**config.mk**
```make
export PLATFORM = sky130hd
export DESIGN_NAME = texture_coord_tile_wrap_top_flat
export DESIGN_NICKNAME = d
export VERILOG_FILES = /design/src/tcw_pkg.sv /design/src/tcw_in_if.sv /design/src/tcw_out_if.sv /design/src/tcw_cfg_if.sv /design/src/texture_coord_tile_wrap_top.sv /design/src/tcw_cfg_regs.sv /design/src/tcw_pipe_ctrl.sv /design/src/tcw_axis_pipe.sv /design/src/flat_wrapper.sv
export SDC_FILE = /design/constraint.sdc
export NUM_CORES = 2
export LEC_CHECK = 0
export BUFFER_PORTS_ARGS = -buffer_cell sky130_fd_sc_hd__clkbuf_2
export CORE_UTILIZATION = 59
export CTS_CLUSTER_DIAMETER = 120
export DETAILED_ROUTE_END_ITERATION = 8
export PLACE_DENSITY = 0.78
export SKIP_CTS_REPAIR_TIMING = 1
export SYNTH_ARGS = -nofsm -noshare
export SYNTH_HDL_FRONTEND = slang
export SYNTH_SLANG_ARGS = --single-unit
```
**constraint.sdc**
```tcl
create_clock -name clk -period 14.3 [get_ports clk]
set_input_delay 3.575 -clock clk [delete_from_list [all_inputs] [get_ports clk]]
set_output_delay 3.575 -clock clk [all_outputs]
set_load 0.03 [all_outputs]
```
**src/tcw_pkg.sv**
```systemverilog
// Shared types, constants and helpers for the texture coordinate tile/wrap block.
package tcw_pkg;

  // Largest image dimension the block supports.
  localparam int MAX_DIM = 16384;

  localparam int OFF_W  = 32;                        // offset register width
  localparam int DEV_W  = 16;                        // device coordinate width
  localparam int IMG_W  = 15;                        // image size register width
  localparam int MODE_W = 2;
  localparam int OUT_W  = 14;                        // source index width
  localparam int IDX_W  = 8;                         // config register index width
  localparam int DATA_W = 32;                        // config write data width

  localparam int N_W    = $clog2(MAX_DIM + 1);       // effective size width
  localparam int M_W    = N_W + 1;                   // width of twice the size
  localparam int SUM_W  = OFF_W + 1;                 // offset + device coordinate
  localparam int DIG    = 4;                         // dividend bits per stage
  localparam int DIV_ST = (SUM_W + DIG - 1) / DIG;   // remainder stages
  localparam int DVD_W  = DIV_ST * DIG;
  localparam int NSTAGE = DIV_ST + 4;                // sum, abs, remainder, fix, select

  // Tile mode codes; the unused code behaves as clamp.
  localparam logic [MODE_W-1:0] MODE_CLAMP  = 2'd0;
  localparam logic [MODE_W-1:0] MODE_REPEAT = 2'd1;
  localparam logic [MODE_W-1:0] MODE_MIRROR = 2'd2;

  // Configuration register indexes.
  localparam logic [IDX_W-1:0] CFG_OFFSET_X     = 8'd0;
  localparam logic [IDX_W-1:0] CFG_OFFSET_Y     = 8'd1;
  localparam logic [IDX_W-1:0] CFG_IMAGE_WIDTH  = 8'd2;
  localparam logic [IDX_W-1:0] CFG_IMAGE_HEIGHT = 8'd3;
  localparam logic [IDX_W-1:0] CFG_TILE_MODE    = 8'd4;

  typedef struct packed {
    logic signed [OFF_W-1:0] off_x;
    logic signed [OFF_W-1:0] off_y;
    logic [N_W-1:0]          size_x;
    logic [N_W-1:0]          size_y;
    logic [MODE_W-1:0]       mode;
  } cfg_t;

  typedef struct packed {
    logic [NSTAGE-1:0] en;
  } pipe_ctl_t;

  // Zero size acts as one, oversized acts as the maximum.
  function automatic logic [N_W-1:0] eff_size(input logic [IMG_W-1:0] raw);
    logic [N_W-1:0] r;
    if (raw == '0) begin
      r = N_W'(1);
    end else if (32'(raw) > MAX_DIM) begin
      r = N_W'(MAX_DIM);
    end else begin
      r = N_W'(raw);
    end
    return r;
  endfunction

endpackage

```
**src/tcw_in_if.sv**
```systemverilog
// Input channel: device coordinates and span-end mark.
interface tcw_in_if;
  logic                    valid;
  logic                    ready;
  logic signed [16-1:0]    dev_x;
  logic signed [16-1:0]    dev_y;
  logic                    span_last;

  modport source (output valid, output dev_x, output dev_y, output span_last, input ready);
  modport sink   (input valid, input dev_x, input dev_y, input span_last, output ready);
endinterface

```
**src/tcw_out_if.sv**
```systemverilog
// Result channel: tiled source column and row with span-end mark.
interface tcw_out_if;
  logic          valid;
  logic          ready;
  logic [14-1:0] src_x;
  logic [14-1:0] src_y;
  logic          last_out;

  modport source (output valid, output src_x, output src_y, output last_out, input ready);
  modport sink   (input valid, input src_x, input src_y, input last_out, output ready);
endinterface

```
**src/tcw_cfg_if.sv**
```systemverilog
// Configuration write channel: register index and write data.
interface tcw_cfg_if;
  logic          valid;
  logic          ready;
  logic [8-1:0]  index;
  logic [32-1:0] data;

  modport source (output valid, output index, output data, input ready);
  modport sink   (input valid, input index, input data, output ready);
endinterface

```
**src/texture_coord_tile_wrap_top.sv**
```systemverilog
// Top level of the texture coordinate tile/wrap block.
// Maps each device pixel (dev_x, dev_y) to a source column and row: adds the
// configured signed offsets, then clamps, repeats or mirrors each sum into the
// image size (the same tile mode on both axes). Throughput is one pixel per
// clock while the output is ready or a stage is empty. The registered path
// runs through the 33-bit floor-remainder pipeline, which retires 4 dividend
// bits per stage (9 stages) between the add/abs front and the fold/select back
// end. Stages hold under back-pressure and empty stages fill in, so input
// keeps flowing while a result waits. There is no clearing pass after reset.
// Write configuration only while the pipeline is empty.
module texture_coord_tile_wrap_top import tcw_pkg::*; (
  input  logic      clk,
  input  logic      rst_n,
  tcw_in_if.sink    in_if,
  tcw_out_if.source out_if,
  tcw_cfg_if.sink   cfg_if
);

  cfg_t      cfg;
  pipe_ctl_t ctl;

  tcw_cfg_regs u_cfg (
    .clk      (clk),
    .rst_n    (rst_n),
    .wr_valid (cfg_if.valid),
    .wr_index (cfg_if.index),
    .wr_data  (cfg_if.data),
    .wr_ready (cfg_if.ready),
    .cfg      (cfg)
  );

  tcw_pipe_ctrl u_ctrl (
    .clk       (clk),
    .rst_n     (rst_n),
    .in_valid  (in_if.valid),
    .in_last   (in_if.span_last),
    .out_ready (out_if.ready),
    .in_ready  (in_if.ready),
    .out_valid (out_if.valid),
    .out_last  (out_if.last_out),
    .ctl       (ctl)
  );

  tcw_axis_pipe u_axis_x (
    .clk    (clk),
    .ctl    (ctl),
    .offset (cfg.off_x),
    .dev    (in_if.dev_x),
    .size   (cfg.size_x),
    .mode   (cfg.mode),
    .src    (out_if.src_x)
  );

  tcw_axis_pipe u_axis_y (
    .clk    (clk),
    .ctl    (ctl),
    .offset (cfg.off_y),
    .dev    (in_if.dev_y),
    .size   (cfg.size_y),
    .mode   (cfg.mode),
    .src    (out_if.src_y)
  );

endmodule

```
**src/tcw_cfg_regs.sv**
```systemverilog
// Configuration registers and effective image sizes.
module tcw_cfg_regs import tcw_pkg::*; (
  input  logic              clk,
  input  logic              rst_n,
  input  logic              wr_valid,
  input  logic [IDX_W-1:0]  wr_index,
  input  logic [DATA_W-1:0] wr_data,
  output logic              wr_ready,
  output cfg_t              cfg
);

  logic signed [OFF_W-1:0] off_x_r;
  logic signed [OFF_W-1:0] off_y_r;
  logic [IMG_W-1:0]        width_r;
  logic [IMG_W-1:0]        height_r;
  logic [MODE_W-1:0]       mode_r;

  assign wr_ready = 1'b1;

  always_ff @(posedge clk) begin
    if (!rst_n) begin
      off_x_r  <= '0;
      off_y_r  <= '0;
      width_r  <= IMG_W'(1);
      height_r <= IMG_W'(1);
      mode_r   <= MODE_CLAMP;
    end else if (wr_valid) begin
      // indexes past the register list are dropped
      unique case (wr_index)
        CFG_OFFSET_X:     off_x_r  <= wr_data[OFF_W-1:0];
        CFG_OFFSET_Y:     off_y_r  <= wr_data[OFF_W-1:0];
        CFG_IMAGE_WIDTH:  width_r  <= wr_data[IMG_W-1:0];
        CFG_IMAGE_HEIGHT: height_r <= wr_data[IMG_W-1:0];
        CFG_TILE_MODE:    mode_r   <= wr_data[MODE_W-1:0];
        default: ;
      endcase
    end
  end

  always_comb begin
    cfg.off_x  = off_x_r;
    cfg.off_y  = off_y_r;
    cfg.size_x = eff_size(width_r);
    cfg.size_y = eff_size(height_r);
    cfg.mode   = mode_r;
  end

endmodule

```
**src/tcw_pipe_ctrl.sv**
```systemverilog
// Valid bits, span-end marks and per-stage load enables of the pipeline.
module tcw_pipe_ctrl import tcw_pkg::*; (
  input  logic      clk,
  input  logic      rst_n,
  input  logic      in_valid,
  input  logic      in_last,
  input  logic      out_ready,
  output logic      in_ready,
  output logic      out_valid,
  output logic      out_last,
  output pipe_ctl_t ctl
);

  logic [NSTAGE-1:0] valid_r;
  logic [NSTAGE-1:0] last_r;
  logic [NSTAGE-1:0] low_mask [NSTAGE];

  // A stage loads when it or any stage after it is empty, or the output drains.
  always_comb begin
    for (int i = 0; i < NSTAGE; i++) begin
      low_mask[i] = (NSTAGE'(1) << i) - NSTAGE'(1);
      ctl.en[i]   = out_ready || ((valid_r | low_mask[i]) != '1);
    end
  end

  assign in_ready  = ctl.en[0];
  assign out_valid = valid_r[NSTAGE-1];
  assign out_last  = last_r[NSTAGE-1];

  always_ff @(posedge clk) begin
    if (!rst_n) begin
      valid_r <= '0;
    end else begin
      if (ctl.en[0]) begin
        valid_r[0] <= in_valid;
      end
      for (int i = 1; i < NSTAGE; i++) begin
        if (ctl.en[i]) begin
          valid_r[i] <= valid_r[i-1];
        end
      end
    end
  end

  always_ff @(posedge clk) begin
    if (ctl.en[0]) begin
      last_r[0] <= in_last;
    end
    for (int i = 1; i < NSTAGE; i++) begin
      if (ctl.en[i]) begin
        last_r[i] <= last_r[i-1];
      end
    end
  end

  // A later stage never loads while an earlier one is held.
  a_en_order: assert property (@(posedge clk) disable iff (!rst_n)
    ctl.en[NSTAGE-1] |-> ctl.en[0])
    else $error("stage enables out of order");

  // Input is refused only with every stage full, and then nothing moves.
  a_full_hold: assert property (@(posedge clk) disable iff (!rst_n)
    !ctl.en[0] |-> (&valid_r) ##1 (valid_r == $past(valid_r)))
    else $error("pipeline moved while input was refused");

  // Occupancy follows accepted and delivered transactions exactly.
  a_count: assert property (@(posedge clk) disable iff (!rst_n)
    $past(rst_n) |->
      $countones(valid_r) == $past($countones(valid_r))
        + ($past(in_valid && in_ready) ? 1 : 0)
        - ($past(out_valid && out_ready) ? 1 : 0))
    else $error("pipeline occupancy lost or gained a transaction");

endmodule

```
**src/tcw_axis_pipe.sv**
```systemverilog
// One axis datapath: translate, clamp, remainder by twice the size, fold.
module tcw_axis_pipe import tcw_pkg::*; (
  input  logic                    clk,
  input  pipe_ctl_t               ctl,
  input  logic signed [OFF_W-1:0] offset,
  input  logic signed [DEV_W-1:0] dev,
  input  logic [N_W-1:0]          size,
  input  logic [MODE_W-1:0]       mode,
  output logic [OUT_W-1:0]        src
);

  localparam int S_ABS  = 1;
  localparam int S_DIV0 = 2;
  localparam int S_FIX  = S_DIV0 + DIV_ST;
  localparam int S_SEL  = S_FIX + 1;

  logic [M_W-1:0] m;
  assign m = {size, 1'b0};

  // stage 0: sum
  logic signed [SUM_W-1:0] sum_r, sum_nxt;
  // stage 1: sign, magnitude, clamp result
  logic                    neg_r, neg_nxt;
  logic [DVD_W-1:0]        mag_r, mag_nxt;
  logic [N_W-1:0]          clamp_r, clamp_nxt;
  logic [SUM_W-1:0]        abs_v;
  // remainder stages
  logic [M_W-1:0]          rem_r    [DIV_ST];
  logic [M_W-1:0]          rem_nxt  [DIV_ST];
  logic [DVD_W-1:0]        dvd_r    [DIV_ST];
  logic [DVD_W-1:0]        dvd_nxt  [DIV_ST];
  logic                    dneg_r   [DIV_ST];
  logic                    dneg_nxt [DIV_ST];
  logic [N_W-1:0]          dcl_r    [DIV_ST];
  logic [N_W-1:0]          dcl_nxt  [DIV_ST];
  logic [M_W-1:0]          cr;
  logic [DVD_W-1:0]        cd;
  logic [M_W:0]            t;
  // fix stage: floor remainder
  logic [M_W-1:0]          fix_r, fix_nxt;
  logic [N_W-1:0]          fcl_r;
  // select stage
  logic [M_W-1:0]          n_m;
  logic [M_W-1:0]          fold;
  logic [OUT_W-1:0]        res_r, res_nxt;

  always_comb begin
    sum_nxt = SUM_W'(offset) + SUM_W'(dev);
  end

  always_comb begin
    neg_nxt = sum_r[SUM_W-1];
    abs_v   = neg_nxt ? SUM_W'(-sum_r) : SUM_W'(sum_r);
    mag_nxt = DVD_W'(abs_v);
    if (neg_nxt) begin
      clamp_nxt = '0;
    end else if (sum_r >= $signed(SUM_W'(size))) begin
      clamp_nxt = size - N_W'(1);
    end else begin
      clamp_nxt = sum_r[N_W-1:0];
    end
  end

  // Restoring remainder, DIG dividend bits per stage, MSB first.
  always_comb begin
    cr = '0;
    cd = '0;
    t  = '0;
    for (int k = 0; k < DIV_ST; k++) begin
      if (k == 0) begin
        cr          = '0;
        cd          = mag_r;
        dneg_nxt[k] = neg_r;
        dcl_nxt[k]  = clamp_r;
      end else begin
        cr          = rem_r[k-1];
        cd          = dvd_r[k-1];
        dneg_nxt[k] = dneg_r[k-1];
        dcl_nxt[k]  = dcl_r[k-1];
      end
      for (int d = 0; d < DIG; d++) begin
        t  = {cr, cd[DVD_W-1]};
        cd = cd << 1;
        if (t >= {1'b0, m}) begin
          t = t - {1'b0, m};
        end
        cr = t[M_W-1:0];
      end
      rem_nxt[k] = cr;
      dvd_nxt[k] = cd;
    end
  end

  // Negative input with nonzero remainder wraps up from the divisor.
  always_comb begin
    if (dneg_r[DIV_ST-1] && (rem_r[DIV_ST-1] != '0)) begin
      fix_nxt = m - rem_r[DIV_ST-1];
    end else begin
      fix_nxt = rem_r[DIV_ST-1];
    end
  end

  always_comb begin
    n_m  = M_W'(size);
    fold = fix_r;
    unique case (mode)
      MODE_REPEAT: begin
        if (fix_r >= n_m) fold = fix_r - n_m;
        res_nxt = OUT_W'(fold[N_W-1:0]);
      end
      MODE_MIRROR: begin
        // reflect the upper half back down
        if (fix_r >= n_m) fold = m - M_W'(1) - fix_r;
        res_nxt = OUT_W'(fold[N_W-1:0]);
      end
      default: begin
        res_nxt = OUT_W'(fcl_r);
      end
    endcase
  end

  always_ff @(posedge clk) begin
    if (ctl.en[0]) begin
      sum_r <= sum_nxt;
    end
    if (ctl.en[S_ABS]) begin
      neg_r   <= neg_nxt;
      mag_r   <= mag_nxt;
      clamp_r <= clamp_nxt;
    end
    for (int k = 0; k < DIV_ST; k++) begin
      if (ctl.en[S_DIV0+k]) begin
        rem_r[k]  <= rem_nxt[k];
        dvd_r[k]  <= dvd_nxt[k];
        dneg_r[k] <= dneg_nxt[k];
        dcl_r[k]  <= dcl_nxt[k];
      end
    end
    if (ctl.en[S_FIX]) begin
      fix_r <= fix_nxt;
      fcl_r <= dcl_r[DIV_ST-1];
    end
    if (ctl.en[S_SEL]) begin
      res_r <= res_nxt;
    end
  end

  assign src = res_r;

endmodule
```
**src/flat_wrapper.sv**
```systemverilog
// flat-port wrapper written by rule: the top's interface ports become plain ports
module texture_coord_tile_wrap_top_flat import tcw_pkg::*;
  (clk, rst_n, in_if_valid, in_if_dev_x, in_if_dev_y, in_if_span_last, in_if_ready, out_if_valid, out_if_src_x, out_if_src_y, out_if_last_out, out_if_ready, cfg_if_valid, cfg_if_index, cfg_if_data, cfg_if_ready);
  tcw_in_if in_if_i ();
  tcw_out_if out_if_i ();
  tcw_cfg_if cfg_if_i ();
  input  logic clk;
  input  logic rst_n;
  input wire logic [$bits(in_if_i.valid)-1:0] in_if_valid;
  input wire logic [$bits(in_if_i.dev_x)-1:0] in_if_dev_x;
  input wire logic [$bits(in_if_i.dev_y)-1:0] in_if_dev_y;
  input wire logic [$bits(in_if_i.span_last)-1:0] in_if_span_last;
  output wire logic [$bits(in_if_i.ready)-1:0] in_if_ready;
  output wire logic [$bits(out_if_i.valid)-1:0] out_if_valid;
  output wire logic [$bits(out_if_i.src_x)-1:0] out_if_src_x;
  output wire logic [$bits(out_if_i.src_y)-1:0] out_if_src_y;
  output wire logic [$bits(out_if_i.last_out)-1:0] out_if_last_out;
  input wire logic [$bits(out_if_i.ready)-1:0] out_if_ready;
  input wire logic [$bits(cfg_if_i.valid)-1:0] cfg_if_valid;
  input wire logic [$bits(cfg_if_i.index)-1:0] cfg_if_index;
  input wire logic [$bits(cfg_if_i.data)-1:0] cfg_if_data;
  output wire logic [$bits(cfg_if_i.ready)-1:0] cfg_if_ready;
  assign in_if_i.valid = in_if_valid;
  assign in_if_i.dev_x = in_if_dev_x;
  assign in_if_i.dev_y = in_if_dev_y;
  assign in_if_i.span_last = in_if_span_last;
  assign in_if_ready = in_if_i.ready;
  assign out_if_valid = out_if_i.valid;
  assign out_if_src_x = out_if_i.src_x;
  assign out_if_src_y = out_if_i.src_y;
  assign out_if_last_out = out_if_i.last_out;
  assign out_if_i.ready = out_if_ready;
  assign cfg_if_i.valid = cfg_if_valid;
  assign cfg_if_i.index = cfg_if_index;
  assign cfg_if_i.data = cfg_if_data;
  assign cfg_if_ready = cfg_if_i.ready;
  texture_coord_tile_wrap_top u_core (.clk(clk), .rst_n(rst_n), .in_if(in_if_i), .out_if(out_if_i), .cfg_if(cfg_if_i));
endmodule
```
==> results.json <==
{
  "slew_violations": 0,
  "max_stage_delay_ps": 580,
  "io_pins": 110,
  "finalCritPeriodShare_pct": 93.45,
  "crit_path_start_kind": "flop",
  "grt_max_degree": 80,
  "route.detailed.drc": 0,
  "antenna_found_initial": 10,
  "gp_congestion": 1.007,
  "synth_common_cells": "ha_1, edfxtp_1, nand2_1",
  "grt_setup_unrepaired": "false",
  "fp.dieH_um": 425.5,
  "dp_slack_ps": 1024,
  "initial_core_util_pct": 59.39,
  "ys_types": 106,
  "path_class": "flop to flop",
  "cts_sinks": 1218,
  "max-cap-violations": 0,
  "route.vias.total": 88208,
  "ys_ff_latch": 1218,
  "synth_flop_cell": "edfxtp_1",
  "vias_per_cell": 6.394,
  "seq_area_um2": 35480,
  "clk_pin_slew_ps": 60,
  "chipWidth_um": 425.5,
  "worstMarginPinSlew_ps": 1227,
  "globalRoute.totalOverflow": 0,
  "io_buffers": 108,
  "postRouteAntennaNets": 0,
  "crit_path_max_fanout": 20,
  "cts_root_buffer": "clkbuf_16",
  "arrival_ps": 13970,
  "synth_top_area_share_pct": 31.46,
  "wire_per_inst_um": 22.29,
  "instances_no_fill": 13796,
  "max_freq_mhz": 74.83,
  "synth_top_area_cell": "edfxtp_1",
  "crit_required_ps": 14900,
  "hold_viol": 0,
  "numCtsBuffers": 136,
  "ff2ff_setup_slack_ps": 940,
  "setup_violations": 0,
  "first_pass_iters": 6,
  "synth.avg_cell_area_um2": 9.505,
  "grt_pass1_vias": 85799,
  "num-nets-final": 12702,
  "finClkSkew_ps": 35.13,
  "clk_path_buf_depth": 3,
  "die_area_um2": 181100,
  "fp-row-count": 155,
  "multi_input_area_um2": 67350,
  "fill_cells": 14027,
  "cts_max_level": 4,
  "drive_gt1_share_pct": 10.42,
  "synth.cell_area_um2": 105800,
  "slew_headroom_pct": 18.05,
  "coreArea_um2": 178200,
  "netlist_instances": 11135,
  "setup_tns_ps": 0,
  "yosysMostFrequentCell": "ha_1",
  "synth_area_leaders": "edfxtp_1, ha_1, mux2_2, xnor2_1, a21oi_1",
  "end_kind": "flop",
  "synth_edf_count": 1109,
  "grt_usage_pct": 33.03,
  "dp.cells": 13541,
  "critPathSlowestCell": "or4_4",
  "clk_latency_ps": 790,
  "ys.warnings.count": 0,
  "finalWirelength_um": 307500,
  "grt_first_pass_wirelength_um": 472300,
  "synth-seq-area-share_pct": 33.53,
  "fin_crit_ps": 13360,
  "setup_ws_ps": 936.9,
  "area_growth_pct": 8.125,
  "hold_path.class": "flop to flop",
  "hpwl_um": 229500,
  "outcome": "complete, no violations",
  "cts_tree": "built",
  "drt_iter0_drc": 7620,
  "synthArstFlopShare_pct": 0
}
cells in the final DEF (no fill, tap or decap), drive strengths merged, types with 109 or more instances in the layout:
| cell | n |
|---|---|
| a21boi | 174 |
| a21o | 354 |
| a21oi | 811 |
| buf | 148 |
| clkbuf | 265 |
| dfxtp | 109 |
| edfxtp | 1109 |
| ha | 1228 |
| inv | 633 |
| mux2 | 516 |
| mux2i | 165 |
| nand2 | 923 |
| nand2b | 155 |
| nand3 | 154 |
| nand4 | 167 |
| nor2 | 746 |
| nor2b | 236 |
| nor3 | 247 |
| o21a | 144 |
| o21ai | 744 |
| xnor2 | 605 |
| xor2 | 272 |
per-stage QoR:
stage / hold slack [ps] / area (µm²) / util, %
4_1_cts: 398.1 / 114400 / 64.19
5_1_grt: 409.0 / 114400 / 64.21
3_3_place_gp: 400.3 / 109800 / 61.63
2_1_floorplan: 400.3 / 105900 / -
6_report: 397.7 / 114400 / 64.21
3_5_place_dp: 404.5 / 109800 / 61.63
flip-flops by register name, indices dropped and copies added (netlist names), 33 cells and up:
signal                 flops
u_core.u_axis_x.rem_r    144
u_core.u_axis_x.dcl_r    126
u_core.u_axis_y.dcl_r    126
u_core.u_axis_y.sum_r     33
u_core.u_axis_x.dvd_r    144
u_core.u_axis_y.dvd_r    144
u_core.u_axis_x.mag_r     33
u_core.u_axis_y.mag_r     33
u_core.u_axis_x.sum_r     33
u_core.u_axis_y.rem_r    144
final timing paths:
path                                             start  cells after the start                                       to
hold / removal     u_core.u_axis_x.mag_r[17]$_DFFE_PP_                      0   u_core.u_axis_x.dvd_r[0][17]$_DFFE_PP_
hold reg to reg    u_core.u_axis_x.mag_r[17]$_DFFE_PP_                      0   u_core.u_axis_x.dvd_r[0][17]$_DFFE_PP_
setup / recovery  u_core.u_cfg.width_r[6]$_SDFFE_PN0P_                     50  u_core.u_axis_x.rem_r[0][115]$_DFFE_PP_
setup reg to reg  u_core.u_cfg.width_r[6]$_SDFFE_PN0P_                     50  u_core.u_axis_x.rem_r[0][115]$_DFFE_PP_
worst max-delay path, delay by kind of cell, from the launching register on:
kind | cells | cell delay [ps]
AND/OR/NAND/NOR | 12 | 3350
buffers and inverters | 8 | 1570
adder cells (fa/ha/maj) | 5 | 1710
flip-flops | 1 | 360
AO/OA/AOI/OAI | 22 | 5230
multiplexers | 3 | 950
layout make-up:
cell class,count,area share (%)
Clock inverter,91,0.8736
Sequential cell,1218,31.01
Timing Repair Buffer,255,1.493
Antenna cell,6,0.01312
Multi-Input combinational cell,9087,58.85
Clock buffer,158,3.119
Inverter,626,2.065
Tap cell,2355,2.575
cells by family (layout without fill, tap and decap cells):
group	Yosys count	in the layout	synth area share, %
AO/OA/AOI/OAI	3083	3083	18.76
XOR/XNOR	877	877	7.257
adder cells (fa/ha/maj)	1300	1300	15.88
buffers and inverters	841	1130	3.048
flip-flops	1218	1218	33.53
multiplexers	681	681	7.075
other	2	19	0.007096
AND/OR/NAND/NOR	3133	3133	14.44
layer usage:
metal  track usage [%]  up-vias  routed length, µm
li1                  -    41970                  -
met1             41.60    42139             126800
met2             53.94     3255             140400
met3             4.379      836              19700
met4             20.07        8              20560
met5                 0        -                 42
Power is not shown: default switching activity piles up to over one toggle a cycle in this logic, so the estimate is an artifact.
